File: config.mk
export PLATFORM = sky130hd
export DESIGN_NAME = horizontal_span_word_masks
export DESIGN_NICKNAME = d
export VERILOG_FILES = /design/src/hswm_pkg.sv /design/src/hswm_front.sv /design/src/hswm_queue.sv /design/src/hswm_back.sv /design/src/horizontal_span_word_masks.sv
export SDC_FILE = /design/constraint.sdc
export NUM_CORES = 1
export LEC_CHECK = 0
export ABC_AREA = 1
export BUFFER_PORTS_ARGS = -buffer_cell sky130_fd_sc_hd__buf_4
export CAP_MARGIN = 20
export CORE_MARGIN = 8
export CORE_UTILIZATION = 45
export CTS_BUF_LIST = sky130_fd_sc_hd__clkbuf_16
export DETAILED_ROUTE_END_ITERATION = 12
export GPL_ROUTABILITY_DRIVEN = 0
export GPL_TIMING_DRIVEN = 0
export PLACE_DENSITY_LB_ADDON = 0.2
export SLEW_MARGIN = 20
export SYNTH_ARGS = -nofsm -noshare
export SYNTH_HDL_FRONTEND = slang
export SYNTH_HIERARCHICAL = 1
export SYNTH_SLANG_ARGS = --single-unit
File: constraint.sdc
create_clock -name clk_i -period 10.3 [get_ports clk_i]
set_clock_uncertainty 0.1 [all_clocks]
set_input_delay 0.515 -clock clk_i [delete_from_list [all_inputs] [get_ports clk_i]]
set_output_delay 0.515 -clock clk_i [all_outputs]
set_load 0.03 [all_outputs]
File: src/hswm_pkg.sv
`timescale 1ns / 1ps
// ----------------------------------------------------------------------------
// hswm_pkg: shared types and constants for the horizontal span word masks
// Geometry constants, configuration register indexes and the span record
// that the front end hands to the word generator.
// ----------------------------------------------------------------------------
package hswm_pkg;

  localparam int WORD_BITS  = 32;
  localparam int WB_LOG     = $clog2(WORD_BITS);
  localparam int ROW_PAD    = 8;
  localparam int DIM_W      = 10;                    // display width/height
  localparam int STRIDE_W   = DIM_W + 1;             // width + pad
  localparam int BIT_W      = DIM_W + STRIDE_W;      // linear bit offset
  localparam int IDX_W      = 16;                    // word index field
  localparam int COORD_W    = 12;
  localparam int COL_W      = 8;
  localparam int CFG_IDX_W  = 1;

  localparam int QDEPTH     = 2;
  localparam int QPTR_W     = $clog2(QDEPTH);
  localparam int QCNT_W     = $clog2(QDEPTH + 1);

  localparam logic [CFG_IDX_W-1:0] REG_DISPLAY_WIDTH  = 1'b0;
  localparam logic [CFG_IDX_W-1:0] REG_DISPLAY_HEIGHT = 1'b1;

  localparam logic [DIM_W-1:0] WIDTH_RESET  = DIM_W'(360);
  localparam logic [DIM_W-1:0] HEIGHT_RESET = DIM_W'(288);

  // first and last bit of a clipped line, plus its colour
  typedef struct packed {
    logic [BIT_W-1:0] start_bit;
    logic [BIT_W-1:0] end_bit;
    logic [COL_W-1:0] colour;
  } span_t;

endpackage

File: src/hswm_front.sv
`timescale 1ns / 1ps
// ----------------------------------------------------------------------------
// hswm_front: line request intake and clipping
// Clips a request to the display, drops lines with nothing visible and
// registers the linear bit range of what remains.
// ----------------------------------------------------------------------------
module hswm_front import hswm_pkg::*; (
  input  logic                      clk_i,
  input  logic                      rst_ni,
  input  logic [DIM_W-1:0]          display_width_i,
  input  logic [DIM_W-1:0]          display_height_i,
  input  logic                      in_valid_i,
  output logic                      in_stall_o,
  input  logic signed [COORD_W-1:0] start_x_i,
  input  logic signed [COORD_W-1:0] start_y_i,
  input  logic [COORD_W-1:0]        line_length_i,
  input  logic [COL_W-1:0]          colour_i,
  output logic                      span_valid_o,
  input  logic                      span_full_i,
  output span_t                     span_o
);

  logic                      valid_q, valid_d;
  span_t                     span_q, span_d;
  logic                      accept;
  logic                      off_screen, y_ge, x_ge;
  logic signed [COORD_W+1:0] endx_raw;
  logic                      end_gt_w, end_nonpos;
  logic [DIM_W:0]            endx_c;
  logic [DIM_W-1:0]          from_x;
  logic [STRIDE_W-1:0]       stride;
  logic [BIT_W-1:0]          row_base;
  logic                      keep;

  assign in_stall_o = valid_q && span_full_i;
  assign accept     = in_valid_i && !in_stall_o;

  always_comb begin
    y_ge       = !start_y_i[COORD_W-1] &&
                 (start_y_i[COORD_W-2:0] >= (COORD_W-1)'(display_height_i));
    x_ge       = !start_x_i[COORD_W-1] &&
                 (start_x_i[COORD_W-2:0] >= (COORD_W-1)'(display_width_i));
    off_screen = start_y_i[COORD_W-1] || y_ge || x_ge;
    endx_raw   = (COORD_W+2)'(start_x_i) + $signed({2'b00, line_length_i});
    end_gt_w   = endx_raw > $signed((COORD_W+2)'({1'b0, display_width_i}));
    end_nonpos = endx_raw[COORD_W+1] || (endx_raw == '0);
    endx_c     = end_gt_w ? {1'b0, display_width_i} : endx_raw[DIM_W:0];
    from_x     = start_x_i[COORD_W-1] ? '0 : start_x_i[DIM_W-1:0];
    keep       = !off_screen && !end_nonpos && (endx_c > {1'b0, from_x});
    stride     = {1'b0, display_width_i} + STRIDE_W'(ROW_PAD);
    row_base   = BIT_W'(start_y_i[DIM_W-1:0]) * BIT_W'(stride);
    // end bit = base + from_x + 1 + (clipped length - 1) = base + clipped end x
    span_d.start_bit = row_base + BIT_W'(from_x) + BIT_W'(1);
    span_d.end_bit   = row_base + BIT_W'(endx_c);
    span_d.colour    = colour_i;
  end

  always_comb begin
    valid_d = valid_q;
    if (valid_q && !span_full_i) begin
      valid_d = 1'b0;
    end
    if (accept) begin
      valid_d = keep;
    end
  end

  always_ff @(posedge clk_i or negedge rst_ni) begin
    if (!rst_ni) begin
      valid_q <= 1'b0;
    end else begin
      valid_q <= valid_d;
    end
  end

  always_ff @(posedge clk_i) begin
    if (accept) begin
      span_q <= span_d;
    end
  end

  assign span_valid_o = valid_q;
  assign span_o       = span_q;

endmodule

File: src/hswm_queue.sv
`timescale 1ns / 1ps
// ----------------------------------------------------------------------------
// hswm_queue: span queue
// Small FIFO of clipped spans between the front end and the word generator.
// ----------------------------------------------------------------------------
module hswm_queue import hswm_pkg::*; (
  input  logic  clk_i,
  input  logic  rst_ni,
  input  logic  push_i,
  input  span_t push_data_i,
  output logic  full_o,
  input  logic  pop_i,
  output logic  empty_o,
  output span_t pop_data_o
);

  span_t              mem_q [QDEPTH];
  logic [QPTR_W-1:0]  wr_q, wr_d, rd_q, rd_d;
  logic [QCNT_W-1:0]  cnt_q, cnt_d;
  logic               do_push, do_pop;

  assign full_o     = (cnt_q == QCNT_W'(QDEPTH));
  assign empty_o    = (cnt_q == '0);
  assign do_push    = push_i && !full_o;
  assign do_pop     = pop_i && !empty_o;
  assign pop_data_o = mem_q[rd_q];

  always_comb begin
    wr_d  = wr_q;
    rd_d  = rd_q;
    cnt_d = cnt_q;
    if (do_push) begin
      wr_d = (wr_q == QPTR_W'(QDEPTH - 1)) ? '0 : wr_q + QPTR_W'(1);
    end
    if (do_pop) begin
      rd_d = (rd_q == QPTR_W'(QDEPTH - 1)) ? '0 : rd_q + QPTR_W'(1);
    end
    if (do_push && !do_pop) begin
      cnt_d = cnt_q + QCNT_W'(1);
    end else if (do_pop && !do_push) begin
      cnt_d = cnt_q - QCNT_W'(1);
    end
  end

  always_ff @(posedge clk_i or negedge rst_ni) begin
    if (!rst_ni) begin
      wr_q  <= '0;
      rd_q  <= '0;
      cnt_q <= '0;
    end else begin
      wr_q  <= wr_d;
      rd_q  <= rd_d;
      cnt_q <= cnt_d;
    end
  end

  always_ff @(posedge clk_i) begin
    if (do_push) begin
      mem_q[wr_q] <= push_data_i;
    end
  end

endmodule

File: src/hswm_back.sv
`timescale 1ns / 1ps
// ----------------------------------------------------------------------------
// hswm_back: word write generator
// Walks the buffer words of one span, one word per cycle when not stalled,
// with partial masks at both ends, into an output register.
// ----------------------------------------------------------------------------
module hswm_back import hswm_pkg::*; (
  input  logic                 clk_i,
  input  logic                 rst_ni,
  input  logic                 span_empty_i,
  input  span_t                span_i,
  output logic                 span_pop_o,
  output logic                 out_valid_o,
  input  logic                 out_stall_i,
  output logic [IDX_W-1:0]     word_index_o,
  output logic [WORD_BITS-1:0] bit_mask_o,
  output logic [COL_W-1:0]     write_colour_o,
  output logic                 last_write_o
);

  logic                 busy_q, busy_d;
  logic [IDX_W-1:0]     cur_q, cur_d;
  logic [IDX_W-1:0]     sw_q, ew_q;
  logic [WB_LOG-1:0]    sb_q, eb_q;
  logic [COL_W-1:0]     col_q;
  logic                 out_valid_q, out_valid_d;
  logic [IDX_W-1:0]     out_idx_q;
  logic [WORD_BITS-1:0] out_mask_q, mask_d;
  logic [COL_W-1:0]     out_col_q;
  logic                 out_last_q;
  logic                 emit_ok, emit, load, at_end;

  assign emit_ok = !out_valid_q || !out_stall_i;
  assign emit    = busy_q && emit_ok;
  assign load    = !busy_q && !span_empty_i;
  assign at_end  = (cur_q == ew_q);
  assign span_pop_o = load;

  always_comb begin
    mask_d = '1;
    if (cur_q == sw_q) begin
      mask_d = mask_d & ({WORD_BITS{1'b1}} << sb_q);
    end
    if (at_end) begin
      mask_d = mask_d & ({WORD_BITS{1'b1}} >> (WB_LOG'(WORD_BITS - 1) - eb_q));
    end
  end

  always_comb begin
    busy_d      = busy_q;
    cur_d       = cur_q;
    out_valid_d = out_valid_q;
    if (emit_ok) begin
      out_valid_d = emit;
    end
    if (emit) begin
      if (at_end) begin
        busy_d = 1'b0;
      end else begin
        cur_d = cur_q + IDX_W'(1);
      end
    end
    if (load) begin
      busy_d = 1'b1;
      cur_d  = span_i.start_bit[BIT_W-1:WB_LOG];
    end
  end

  always_ff @(posedge clk_i or negedge rst_ni) begin
    if (!rst_ni) begin
      busy_q      <= 1'b0;
      out_valid_q <= 1'b0;
    end else begin
      busy_q      <= busy_d;
      out_valid_q <= out_valid_d;
    end
  end

  always_ff @(posedge clk_i) begin
    cur_q <= cur_d;
    if (load) begin
      sw_q  <= span_i.start_bit[BIT_W-1:WB_LOG];
      ew_q  <= span_i.end_bit[BIT_W-1:WB_LOG];
      sb_q  <= span_i.start_bit[WB_LOG-1:0];
      eb_q  <= span_i.end_bit[WB_LOG-1:0];
      col_q <= span_i.colour;
    end
    if (emit) begin
      out_idx_q  <= cur_q;
      out_mask_q <= mask_d;
      out_col_q  <= col_q;
      out_last_q <= at_end;
    end
  end

  assign out_valid_o    = out_valid_q;
  assign word_index_o   = out_idx_q;
  assign bit_mask_o     = out_mask_q;
  assign write_colour_o = out_col_q;
  assign last_write_o   = out_last_q;

`ifndef SYNTHESIS
  a_cur_in_range: assert property (@(posedge clk_i) disable iff (!rst_ni)
    busy_q |-> (cur_q <= ew_q && cur_q >= sw_q))
    else $error("word counter outside span");

  a_no_load_busy: assert property (@(posedge clk_i) disable iff (!rst_ni)
    span_pop_o |-> !busy_q)
    else $error("span popped while a span is in progress");

  a_tail_pending: assert property (@(posedge clk_i) disable iff (!rst_ni)
    (out_valid_q && !last_write_o) |-> busy_q)
    else $error("non-final word shown with no span in progress");

  a_load_starts: assert property (@(posedge clk_i) disable iff (!rst_ni)
    span_pop_o |=> (busy_q && cur_q == sw_q))
    else $error("span load did not start at first word");
`endif

endmodule

File: src/horizontal_span_word_masks.sv
`timescale 1ns / 1ps
// ----------------------------------------------------------------------------
// horizontal_span_word_masks: horizontal line to buffer word writes
// Clips raw line requests to the display and emits masked 32-bit word writes.
// ----------------------------------------------------------------------------
// A request is clipped and its bit range registered; requests that leave
// nothing on screen end there and produce no words. Visible spans wait in a
// two-entry queue for the word generator, which loads each span and then
// issues one word write per cycle while out_stall_i does not hold it. Word
// writes come out in ascending order with last_write_o on the final one.
// Display width and height are to be written through the cfg port only when
// idle; the block itself does not enforce this.
module horizontal_span_word_masks import hswm_pkg::*; (
  input  logic                      clk_i,
  input  logic                      rst_ni,
  input  logic                      cfg_we_i,
  input  logic [CFG_IDX_W-1:0]      cfg_idx_i,
  input  logic [DIM_W-1:0]          cfg_data_i,
  input  logic                      in_valid_i,
  output logic                      in_stall_o,
  input  logic signed [COORD_W-1:0] start_x_i,
  input  logic signed [COORD_W-1:0] start_y_i,
  input  logic [COORD_W-1:0]        line_length_i,
  input  logic [COL_W-1:0]          colour_i,
  output logic                      out_valid_o,
  input  logic                      out_stall_i,
  output logic [IDX_W-1:0]          word_index_o,
  output logic [WORD_BITS-1:0]      bit_mask_o,
  output logic [COL_W-1:0]          write_colour_o,
  output logic                      last_write_o
);

  logic [DIM_W-1:0] display_width_q, display_width_d;
  logic [DIM_W-1:0] display_height_q, display_height_d;
  logic             front_valid, q_full, q_empty, q_pop;
  span_t            front_span, q_span;

  always_comb begin
    display_width_d  = display_width_q;
    display_height_d = display_height_q;
    if (cfg_we_i) begin
      unique case (cfg_idx_i)
        REG_DISPLAY_WIDTH:  display_width_d  = cfg_data_i;
        REG_DISPLAY_HEIGHT: display_height_d = cfg_data_i;
        default: ;
      endcase
    end
  end

  always_ff @(posedge clk_i or negedge rst_ni) begin
    if (!rst_ni) begin
      display_width_q  <= WIDTH_RESET;
      display_height_q <= HEIGHT_RESET;
    end else begin
      display_width_q  <= display_width_d;
      display_height_q <= display_height_d;
    end
  end

  hswm_front u_front (
    .clk_i            (clk_i),
    .rst_ni           (rst_ni),
    .display_width_i  (display_width_q),
    .display_height_i (display_height_q),
    .in_valid_i       (in_valid_i),
    .in_stall_o       (in_stall_o),
    .start_x_i        (start_x_i),
    .start_y_i        (start_y_i),
    .line_length_i    (line_length_i),
    .colour_i         (colour_i),
    .span_valid_o     (front_valid),
    .span_full_i      (q_full),
    .span_o           (front_span)
  );

  hswm_queue u_queue (
    .clk_i       (clk_i),
    .rst_ni      (rst_ni),
    .push_i      (front_valid),
    .push_data_i (front_span),
    .full_o      (q_full),
    .pop_i       (q_pop),
    .empty_o     (q_empty),
    .pop_data_o  (q_span)
  );

  hswm_back u_back (
    .clk_i          (clk_i),
    .rst_ni         (rst_ni),
    .span_empty_i   (q_empty),
    .span_i         (q_span),
    .span_pop_o     (q_pop),
    .out_valid_o    (out_valid_o),
    .out_stall_i    (out_stall_i),
    .word_index_o   (word_index_o),
    .bit_mask_o     (bit_mask_o),
    .write_colour_o (write_colour_o),
    .last_write_o   (last_write_o)
  );

endmodule

; Word level (Yosys, flattened, before mapping)
; Memory sizes are Yosys's and may differ from the RTL's.
; Cells that the tools add are included.
[word_totals]
ramBits = 100
output_inout_bits = 59
latch_bits = 0
rom_bits = 0
word_cells = 102
reg_bits = 200
n_memories = 1
[mem_list]
columns = name, depth, word_bits, rd, rd_ports_with_merged_regs, wr, line_no
row1 = u_queue.mem_q, 2, 50, 1, 0, 1, hswm_queue.sv:17  ; span_t mem_q [QDEPTH];
[classes]
muxes = 18
n_mul = 1
addsub = 11
n_shift = 2
div_mod_pow = 0
magnitude_cmp = 4
bitwise = 2
eq_ne = 4
reduce_logical = 38
[ops]
columns = operator, count
row1 = 32-bit two-way mux, 2
row2 = 16-bit two-way mux, 3
row3 = 32-bit AND, 1
row4 = 16-bit == test, 2
row5 = "32-bit by 5-bit << shifter with 32-bit output, first input constant", 1
row6 = "32-bit by 5-bit right shift with 32-bit output, first input constant", 1
row7 = 11-bit by 10-bit greater-or-equal comparator with 1-bit output, 2
row8 = "21-bit by 1-bit adder with 21-bit output, second input constant", 1
row9 = 21-bit by 10-bit adder with 21-bit output, 1
row10 = 21-bit by 11-bit adder with 21-bit output, 1
row11 = 10-bit by 11-bit multiplier with 21-bit output, 1
row12 = "16-bit by 1-bit adder with 16-bit output, second input constant", 1
row13 = 12-bit by 13-bit adder with 14-bit output, 1
row14 = 14-bit by 11-bit greater-than comparator with 1-bit output, 1
row15 = 14-bit zero test, 1
row16 = 1-bit logical AND, 12
row17 = 1-bit zero test, 12
row18 = "10-bit by 4-bit adder with 11-bit output, second input constant", 1
row19 = 11-bit by 10-bit greater-than comparator with 1-bit output, 1
row20 = 11-bit two-way mux, 1
row21 = 10-bit two-way mux, 1
row22 = 1-bit two-way mux, 9
row23 = 2-bit AND reduction, 4
row24 = 2-bit nonzero test, 4
row25 = 10 further kinds, 15

; Depth between registers and ports, before layout
; Gate-level depths: netlist (run 1).
[logic_depth]
word_depth = 8
mapped_depth = 35
depth_no_buf = 35

; Cells and area by module
; The synthesis (run 1) kept the hierarchy.
[by_module_without_submodules]
columns = module, cells_each, area_each_um2, n_inst
row1 = hswm_front, 1192, 8984.9, 1
row2 = hswm_back, 616, 5840.6, 1
row3 = hswm_queue, 293, 3886.2, 1
row4 = horizontal_span_word_masks, 87, 815.8, 1

; Worst setup path after synthesis (run 1)
; No wires, ideal clock.
[synth_timing]
path_kind = flip-flop to flip-flop
start = register display_width_q[3]
end = register u_front.span_q, in the netlist u_front/span_o[23] (data pin)
setup_time_ns = 0.260
arrival_ns = 6.525
stages_incl_launch_ff = 32
slack_ns = 3.415
cell_sequence = dfstp_2 buf_2 inv_1 nor3_1 nand2_1 o21ai_0 nand2_1 inv_1 nand2_1 fa_1 inv_1 fa_1 fa_1 fa_1 inv_1 fa_1 inv_1 ha_1 a21oi_1 inv_1 nor2_1 nand2_2 xor2_2 inv_1 ha_1 nand2_1 inv_1 nand3_1 o2111ai_1 nand2_1 nor2_1 xor2_1
[synth_rtl]
columns = element, line_no
row1 = from (decl), horizontal_span_word_masks.sv:33  ; logic [DIM_W-1:0] display_width_q, display_width_d;
row2 = from (signal assigned), horizontal_span_word_masks.sv:55  ; display_width_q <= display_width_d;
row3 = to (signal assigned), hswm_front.sv:78  ; span_q <= span_d;
row4 = to (decl), hswm_front.sv:24  ; span_t span_q, span_d;

==> metrics.txt, run 1 <==
EDFF count, synth=273; vias=~15000; Hold Startpoint=colour_i[1]; Slew HR=47.0%; Syn. warnings=6; CP required=between 10 and 15 ns; Worst Setup Start Kind=register; clk buf depth=3; most frequent CP cell=inv_1; final hold violations=0; antenna cells=0; Die ar.=~0.050 mm^2; Final Critical Period=8.16 ns; initial DRC count=between 900 and 1000; Post-layout nets=2616; Yosys top cell area share=between 40% and 50%; largest net degree at the start of global routing=32; worst setup path category=reg2reg; layout cell share with drive strength beyond 1=12.4%; setup TNS=0 ns; drt first pass iters=8; number of H-tree levels=2; P&R area growth vs syn=15.0%; clk sink count=300; Worst-Margin Slew=0.795 ns; final setup vio count=0; vias in the first global route=between 10000 and 15000; placed wire-length estimate=34100 um; Post-CTS Setup Repair Bufs=0; placed inst area=~0.021 mm^2; post-synth top area cell=edfxtp_1; CTS tree=done; critical path arrival=8.34 ns; Unique masters post-synth=52; flip-flop and latch area=between 0.008 and 0.009 mm^2; Chip Width=224 um; TritonCTS Buffers=34; row count=76; CP max stage delay=around 0.68 ns; Final period util=between 70% and 80%; register bit total from synthesis=300; fmax=between 100 and 150 MHz; ratio of total power to cell area=around 320 mW/mm^2; DP Cell Count=roughly 2900; CP Max Fanout=8; Post-DRT Antenna Nets=0; CTS Hold Buffers Added=1; IO Count=119; Final Util=approximately 52%; Critical-path top delay cell=o2111ai_1; HP Class=in2reg; Final Worst Setup Slack=between 2 and 2.5 ns; Max-Cap Viols=0; clock-pin slew on the worst setup and hold paths=0.06 ns; cts repair resizes=0; # DRC=0; CTS root buf=clkbuf_16; area occupied by multi-input gates=roughly 0.009 mm^2; post-DR vias/cell=4.94; leakage power=roughly 11 nW; status=completed; Crit. End Element=register; Post-synth ARST share=approximately 9.0%; routed wire length=about 43000 um; Syn Inst Count=between 2000 and 2500; Final Max Slew Viols=0; WL/cell=between 10 and 15 um; grt total ovfl=0; starting density of the core=45.4%; first-pass GRT wire length=71300 um; top cells by area, synth=edfxtp_1 (42%), nand2_1 (13%), ha_1 (8.5%); die height=approximately 220 um; Cell Area, Synth=between 0.015 and 0.02 mm^2; VDD IR max=approximately 0.28 mV; Design Area, Final=between 0.02 and 0.025 mm^2; Clock Latency Late Sink=roughly 0.53 ns; RSZ-0062 raised after global routing=no; dominant synthesized flop cell=edfxtp_1; fillers=between 4000 and 5000; Total Routing Usage GR=17.2%; core area=roughly 0.043 mm^2; Seq/Total Area, Yosys=between 40% and 50%; initial antenna violation count=0; pre-CTS setup slack=roughly 2.2 ns; fin cells=around 3000; reg2reg start=display_width_q[3]$_DFFE_PN1P_; Avg Inst Size Synth=between 8 and 9 um^2; syn nets=2454; I/O Buffers=~120; Critical Path Source=display_width_q[3]$_DFFE_PN1P_
[synthesized netlist by cell type, types with 2 or more instances]
library cell  count
nand4_1          30
nand3_2           3
nor2_4            4
o21bai_1          5
or2_2             2
nand3_1         127
nor2_2           11
clkbuf_1         17
dfstp_2           6
xor2_1           38
fa_1             73
inv_1           341
nand2_4           7
xnor2_1          13
ha_1            133
o21ai_1          36
buf_2            17
nand2_2          21
buf_6            11
nor2_1          152
nand2_1         663
inv_2            15
dfrtp_1          21
o31ai_1           3
nor3_1           11
nor4_1            5
a21oi_1          60
o21ai_0          55
a21oi_2           6
and2_1            3
edfxtp_1        273
a31oi_1           2
nand3b_1          4
o21ai_2           2
[through the flow]
| stage | hold slack (ns) | power [mW] |
|---|---|---|
| floorplan | 0.119 | 5.12 |
| global placement | 0.305 | 5.98 |
| detailed placement | 0.307 | 6.07 |
| CTS | 0.0301 | 7.31 |
| global route | 0.0348 | 7.91 |
| finish | 0.0653 | 7.24 |
[routing by layer]
layer | vias up | track usage (%) | share of wire, %
met1 | 6842 | 20.6 | 43
met3 | 71 | 3.23 | 4.8
met2 | 318 | 31.0 | 50
met5 | - | 0 | 0
li1 | 7383 | - | -
met4 | 0 | 5.09 | 2.4
[cells in the final DEF (no fill, tap or decap), drive strengths merged, types with 14 or more instances in the layout]
| cell type | count |
|---|---|
| xor2 | 39 |
| fa | 73 |
| nand2 | 691 |
| dfrtp | 21 |
| nand4 | 30 |
| ha | 133 |
| o21ai | 94 |
| inv | 365 |
| nor2 | 168 |
| clkbuf | 54 |
| nand3 | 130 |
| edfxtp | 273 |
| a21oi | 66 |
| clkinv | 14 |
| buf | 154 |
[power breakdown]
group,total (mW),leakage (nW),switching [mW],internal (mW)
Combinational,4.14,7.21,2.72,1.42
Sequential,1.91,2.78,0.120,1.79
Clock,1.19,0.574,0.479,0.713
[critical path: cells and delay by family, from the launching register on]
family | cells | cell delay (ns)
flip-flops | 1 | 0.54
XOR/XNOR | 2 | 0.39
adder cells (fa/ha/maj) | 7 | 3.26
buffers and inverters | 9 | 1.03
AO/OA/AOI/OAI | 3 | 1.06
AND/OR/NAND/NOR | 10 | 1.53
[flip-flops by register name (all words and copies together), names as in the netlist, 10 cells and up]
register             flops
u_back/sw_q             16
display_height_q        10
u_back/word_index_o     16
u_back/bit_mask_o       32
u_queue/mem_q          100
u_front/span_o          50
u_back/ew_q             16
u_back/cur_q            16
display_width_q         10
[layout make-up]
| type | instances | share of cell area [%] |
|---|---|---|
| plain buffers | 47 | 1.33 |
| clock buffers | 36 | 4.01 |
| clock inverters | 25 | 0.969 |
| inverters | 358 | 5.99 |
| multi-input cells | 1483 | 40.2 |
| flip-flops and latches | 300 | 39.5 |
| well taps | 585 | 3.26 |
| repair buffers | 126 | 4.68 |
[final timing paths]
path | slack, ns | depth (start not counted) | endpoint
max in group asynchronous | 9.39 | 2 | display_width_q[6]$_DFFE_PN1P_
max reg2reg | 2.14 | 31 | u_front/span_o[23]$_DFFE_PP_
max | 2.14 | 31 | u_front/span_o[23]$_DFFE_PP_
min in group asynchronous | 0.36 | 2 | display_height_q[4]$_DFFE_PN0P_
min | 0.07 | 1 | u_front/span_o[1]$_DFFE_PP_
min reg2reg | 0.32 | 0 | u_back/write_colour_o[0]$_DFFE_PP_
[cell families after synthesis]
group | share of synthesized area, %
flops | 45.5
fa+ha+maj | 16.0
buf+inv | 8.39
xor+xnor | 2.37
compound gates | 4.93
simple gates | 22.8
Power figures use the tool's default switching activity.
==> inputs of run 2 (changes only) <==
==> constraint.sdc (replaced) <==
create_clock -name clk_i -period 7.95 [get_ports clk_i]
set_clock_uncertainty 0.1 [all_clocks]
set_input_delay 0.3975 -clock clk_i [delete_from_list [all_inputs] [get_ports clk_i]]
set_output_delay 0.3975 -clock clk_i [all_outputs]
set_load 0.03 [all_outputs]
==> run 2 against run 1 <==
Sequential share of layout area shrank 0.43 points; global-route usage grew 0.089 points; final area grew 1.1%; worst hold slack lost 0.032 ns; sequential power grew 29%; maximum frequency grew 8.4%; count of clock-buffer cells in the layout is the same; combinational power grew 36%; clock power grew 29%; critical path type unchanged; critical endpoint is now u_front/span_o[25]$_DFFE_PP_.
==> metrics.txt, run 2 (synthesized netlist as in run 1, its figures left out) <==
CP required=8.13 ns (-2.35 ns); Most Crowded Layer GR=met2; power share of the combinational group=58.5% (+1.3 points); Final Critical Period=7.52 ns (-0.635 ns); fillers=3982 (-0.55%); clock share of power=16.0% (-0.5 points); final hold violations=0 (unchanged); CTS tree=done; number of H-tree levels=2 (unchanged); placed wire-length estimate=34100 um (unchanged); routed wire length=43300 um (+0.80%); Slew HR=53.9% (+6.9 points); CTS root buf=clkbuf_16; drt first pass iters=5 (-3); first-pass GRT wire length=71600 um (+0.50%); Most flops, register=u_queue/mem_q; Psw=4.43 mW (+33%); Die ar.=0.0503 mm^2 (unchanged); antenna cells=0 (unchanged); layout cell share with drive strength beyond 1=13.0% (+0.53 points); clk buf depth=3 (unchanged); row count=76 (unchanged); initial antenna violation count=0 (unchanged); leakage power=10.6 nW (+0.78%); Reg power frac=25.6% (-0.7 points); Final Worst Setup Slack=0.425 ns (-1.72 ns); Final Max Slew Viols=0 (unchanged); largest net degree at the start of global routing=32 (unchanged); vias in the first global route=14900 (+0.53%); max reg flops=100 (unchanged); die height=224 um (unchanged); I/O Buffers=118 (unchanged); Post-layout nets=2634 (+0.69%); Chip Width=224 um (unchanged); Critical-path top delay cell=dfstp_2; commonest non-fill, non-tap cell in the layout=nand2_1; # DRC=0 (unchanged); Worst Setup Start Kind=register; fmax=133 MHz (+8.4%); Pint=5.24 mW (+34%); vias=14800 (+1.0%); Max-Cap Viols=0 (unchanged); met1 GRT Util=20.6% (+0.022 points); VDD IR max=0.359 mV (+30%); final hold slack=0.0336 ns (-0.0317 ns); initial DRC count=975 (+7.1%); Switching Share=45.8% (about the same); clk sink count=300 (unchanged); GR Util met3=3.26% (+0.026 points); TritonCTS Buffers=34 (unchanged); post-DR vias/cell=4.96 (+0.40%); CP max stage delay=0.67 ns (about the same); global routing met2 resource utilization=31.3% (+0.27 points); worst setup path category=reg2reg; core area=0.0430 mm^2 (unchanged); Final Util=52.8% (+0.57 points); area occupied by multi-input gates=0.00910 mm^2 (+0.76%); status=completed; most frequent cells in the layout=nand2_1 (661), inv_1 (344), edfxtp_1 (273); CP Max Fanout=10 (+2); HP Class=in2reg; Final period util=94.7% (+15 points); Clock Latency Late Sink=0.53 ns (about the same); Total Routing Usage GR=17.2% (+0.089 points); flip-flop and latch area=0.00888 mm^2 (unchanged); WL/cell=14.5 um (+0.19%); grt total ovfl=0 (unchanged); starting density of the core=45.4% (unchanged); pre-CTS setup slack=-0.140 ns (-2.35 ns); clock-pin slew on the worst setup and hold paths=0.06 ns (about the same); final setup vio count=0 (unchanged); IO Count=119 (unchanged); Post-DRT Antenna Nets=0 (unchanged); Crit. End Element=register; ratio of total power to cell area=426 mW/mm^2 (+32%); critical path arrival=7.71 ns (-0.63 ns); Worst-Margin Slew=0.690 ns (-0.105 ns); most frequent CP cell=inv_1; P&R area growth vs syn=16.3%
run 2: cell types whose count changed in the layout (fill, tap and decap cells not counted), moves of 2 or more:
| cell | previous run | this run |
|---|---|---|
| nand2_2 | 21 | 23 |
| buf_4 | 119 | 124 |
| inv_1 | 346 | 344 |
| nand2_1 | 663 | 661 |
| dlygate4sd3_1 | 1 | 15 |
run 2: what timing repair did:
item,in CTS,in global routing
gates resized for setup,3,12
pin swaps,0,1
hold buffers,15,0
setup buffers,0,5
setup endpoints to repair,9,16
hold endpoints to repair,44,0
run 2: metrics by stage:
| stage | cells | setup TNS, ns | area, um^2 | power [mW] |
|---|---|---|---|---|
| floorplan | 2188 | 0 | 19500 | 6.63 |
| global placement | 2891 | -0.117 | 21100 | 7.74 |
| detailed placement | 2898 | -0.673 | 21300 | 7.87 |
| CTS | 2974 | 0 | 22600 | 9.52 |
| global route | 2978 | -0.0160 | 22700 | 10.5 |
| finish | 2978 | 0 | 22700 | 9.66 |
run 2: area by class of cell:
type | instances | area share [%]
multi-input combinational | 1483 | 40.1
sequential | 300 | 39.1
inverter | 358 | 5.94
timing repair buffer | 145 | 5.41
clock buffer | 36 | 3.97
tap | 585 | 3.22
buffer | 46 | 1.29
clock inverter | 25 | 0.959
run 2: power by group through the flow:
stage / Clock, mW / Combinational, mW / Sequential, mW
detailed placement: 0 / 5.37 / 2.50
global placement: 0 / 5.24 / 2.50
floorplan: 0 / 4.12 / 2.52
finish: 1.54 / 5.65 / 2.47
global route: 1.66 / 6.37 / 2.50
CTS: 1.60 / 5.46 / 2.47
run 2: per-layer routing:
metal  vias to the layer above  share of wire (%)
li1                       7419                  -
met1                      6902                 42
met2                       366                 50
met3                        75                5.6
met4                         0                2.3
met5                         -                  0
run 2: critical path, delay by kind of cell (launching register included):
family / cells / cell delay [ns]
compound gates: 3 / 0.56
flops: 1 / 0.67
xor+xnor: 2 / 0.38
buf+inv: 9 / 0.92
fa+ha+maj: 7 / 3.27
simple gates: 11 / 1.36
run 2: path summary, 6_finish.rpt:
path / startpoint / end / slack, ns / depth (start not counted)
setup / recovery: display_width_q[3]$_DFFE_PN1P_ / u_front/span_o[25]$_DFFE_PP_ / 0.43 / 32
hold / removal: cfg_data_i[4] / display_height_q[4]$_DFFE_PN0P_ / 0.03 / 3
setup reg to reg: display_width_q[3]$_DFFE_PN1P_ / u_front/span_o[25]$_DFFE_PP_ / 0.43 / 32
hold reg to reg: u_back/col_q[0]$_DFFE_PP_ / u_back/write_colour_o[0]$_DFFE_PP_ / 0.32 / 0
max in group asynchronous: rst_ni / display_width_q[6]$_DFFE_PN1P_ / 7.16 / 2
min in group asynchronous: rst_ni / display_height_q[4]$_DFFE_PN0P_ / 0.24 / 2
==> inputs of run 3 (changes only) <==
--- a/config.mk
+++ b/config.mk
@@ -6,7 +6,7 @@
 export NUM_CORES = 1
 export LEC_CHECK = 0
 export ABC_AREA = 1
-export BUFFER_PORTS_ARGS = -buffer_cell sky130_fd_sc_hd__buf_4
+export BUFFER_PORTS_ARGS = -buffer_cell sky130_fd_sc_hd__buf_2
 export CAP_MARGIN = 20
 export CORE_MARGIN = 8
 export CORE_UTILIZATION = 45
==> run 3 against run 2 <==
Via count decreased by 0.12%; count of clock-buffer cells in the layout decreased by 1; critical path depth decreased by 1; combinational power decreased by 2%; final cell count about the same; worst hold slack got worse by 0.0037 ns; non-clock buffer count decreased by 2; largest cell class unchanged.
==> metrics.txt, run 3 (synthesized netlist as in run 1, its figures left out) <==
Total Routing Usage GR=17.2% (about the same); clk sink count=300 (unchanged); max reg flops=100 (unchanged); Max-Cap Viols=0 (unchanged); global routing met2 resource utilization=30.9% (-0.38 points); CP required=8.13 ns (about the same); number of H-tree levels=2 (unchanged); Worst Setup Start Kind=register; P&R area growth vs syn=14.6%; power share of the combinational group=58.3% (-0.2 points); CP max stage delay=0.56 ns (-0.11 ns); Post-layout nets=2632 (-0.076%); Most flops, register=u_queue/mem_q; I/O Buffers=118 (unchanged); core area=0.0430 mm^2 (unchanged); first-pass GRT wire length=71700 um (about the same); Design Area, Final=0.0224 mm^2 (-1.4%); VDD IR max=0.360 mV (+0.45%); fmax=133 MHz (-0.29%); initial antenna violation count=1 (+1); placed wire-length estimate=34200 um (+0.11%); Reg power frac=25.9% (+0.3 points); CTS root buf=clkbuf_16; status=completed; Worst-Margin Slew=0.742 ns (+0.0520 ns); Post-DRT Antenna Nets=0 (unchanged); vias in the first global route=14800 (-0.48%); Psw=4.42 mW (-0.14%); row count=76 (unchanged); layout cell share with drive strength beyond 1=12.9% (-0.036 points); Critical-path top delay cell=fa_1; Final period util=94.9% (+0.27 points); grt total ovfl=0 (unchanged); clk buf depth=3 (unchanged); worst setup path category=reg2reg; antenna cells=0 (unchanged); Switching Share=46.4% (+0.61 points); HP Class=in2reg; Most Crowded Layer GR=met2; commonest non-fill, non-tap cell in the layout=nand2_1; pre-CTS setup slack=-0.205 ns (-0.0656 ns); die height=224 um (unchanged); Chip Width=224 um (unchanged); GR Util met3=2.67% (-0.59 points); TritonCTS Buffers=34 (unchanged); initial DRC count=1090 (+12%); Final Worst Setup Slack=0.403 ns (-0.0216 ns); starting density of the core=45.4% (unchanged); Pint=5.10 mW (-2.6%); routed wire length=43200 um (about the same); WL/cell=14.5 um (about the same); final setup vio count=0 (unchanged); post-DR vias/cell=4.95 (about the same); CP Max Fanout=8 (-2); Clock Latency Late Sink=0.55 ns (+0.02 ns); total power=9.52 mW (-1.5%); CTS tree=done; leakage power=10.5 nW (-1.6%); largest net degree at the start of global routing=33 (+3.1%); Die ar.=0.0503 mm^2 (unchanged); Final Critical Period=7.55 ns (+0.0216 ns); critical path arrival=7.73 ns (+0.02 ns); setup TNS=0 ns (unchanged); IO Count=119 (unchanged); clock-pin slew on the worst setup and hold paths=0.06 ns (about the same); Slew HR=50.6% (-3.4 points); drt first pass iters=5 (unchanged); Final Max Slew Viols=0 (unchanged); met1 GRT Util=20.8% (+0.27 points); most frequent cells in the layout=nand2_1 (661), inv_1 (343), edfxtp_1 (273); # DRC=0 (unchanged); placed inst area=0.0210 mm^2 (-1.3%); final hold violations=0 (unchanged); clock share of power=15.8% (-0.2 points); ratio of total power to cell area=425 mW/mm^2 (about the same); vias=14700 (-0.12%); Crit. End Element=register
run 3: worst paths after layout:
| path | startpoint | endpoint | slack (ns) | cells past startpoint |
|---|---|---|---|---|
| max in group asynchronous | rst_ni | u_front/span_valid_o$_DFFE_PN0P_ | 6.91 | 2 |
| min in group asynchronous | rst_ni | display_height_q[2]$_DFFE_PN0P_ | 0.33 | 2 |
| hold reg to reg | u_back/col_q[4]$_DFFE_PP_ | u_back/write_colour_o[4]$_DFFE_PP_ | 0.32 | 0 |
| setup / recovery | display_width_q[3]$_DFFE_PN1P_ | u_front/span_o[23]$_DFFE_PP_ | 0.40 | 31 |
| hold / removal | cfg_data_i[4] | display_height_q[4]$_DFFE_PN0P_ | 0.03 | 3 |
| setup reg to reg | display_width_q[3]$_DFFE_PN1P_ | u_front/span_o[23]$_DFFE_PP_ | 0.40 | 31 |
run 3: power by group through the flow:
stage                     Clock (mW)  Sequential (mW)  Combinational (mW)
after global routing            1.60             2.50                6.25
after floorplan                    0             2.52                4.12
after global placement             0             2.50                5.22
final                           1.50             2.47                5.55
after detailed placement           0             2.50                5.34
after CTS                       1.55             2.47                5.44
run 3: what timing repair did:
item | CTS | global route
gates cloned | 0 | 0
hold endpoints to repair | 36 | 0
buffers inserted | 0 | 3
hold buffers | 14 | 0
gates resized for setup | 3 | 15
endpoints found under the setup margin | 8 | 16
run 3: final cells by class:
class / instances / area [um^2]
flip-flops and latches: 300 / 8880
multi-input cells: 1483 / 9110
clock buffers: 35 / 876
inverters: 358 / 1350
clock inverters: 27 / 211
repair buffers: 142 / 916
fillers: 3986 / 20600
well taps: 585 / 732
plain buffers: 47 / 298
run 3: worst max-delay path, delay by kind of cell, from the launching register on:
| kind | cells | cell delay (ns) |
|---|---|---|
| xor gates and xnor gates | 2 | 0.33 |
| and+or+nand+nor | 12 | 1.57 |
| DFF | 1 | 0.54 |
| adders and majority gates | 7 | 3.30 |
| buffers and inverters | 8 | 0.86 |
| AOI/OAI and AO/OA | 2 | 0.58 |
run 3: through the flow:
step | instances | utilization [%] | hold slack, ns
floorplan | 2188 | - | 0.00191
global placement | 2891 | 48.5 | 0.306
detailed placement | 2898 | 49.0 | 0.306
CTS | 2974 | 51.8 | 0.00338
global route | 2977 | 52.1 | 0.0427
finish | 2977 | 52.1 | 0.0299
run 3: per-layer routing:
| metal | vias to the layer above | wire length, um |
|---|---|---|
| met1 | 6879 | 18500 |
| li1 | 7401 | - |
| met2 | 373 | 21300 |
| met4 | 0 | 1290 |
| met5 | - | 0 |
| met3 | 91 | 2240 |
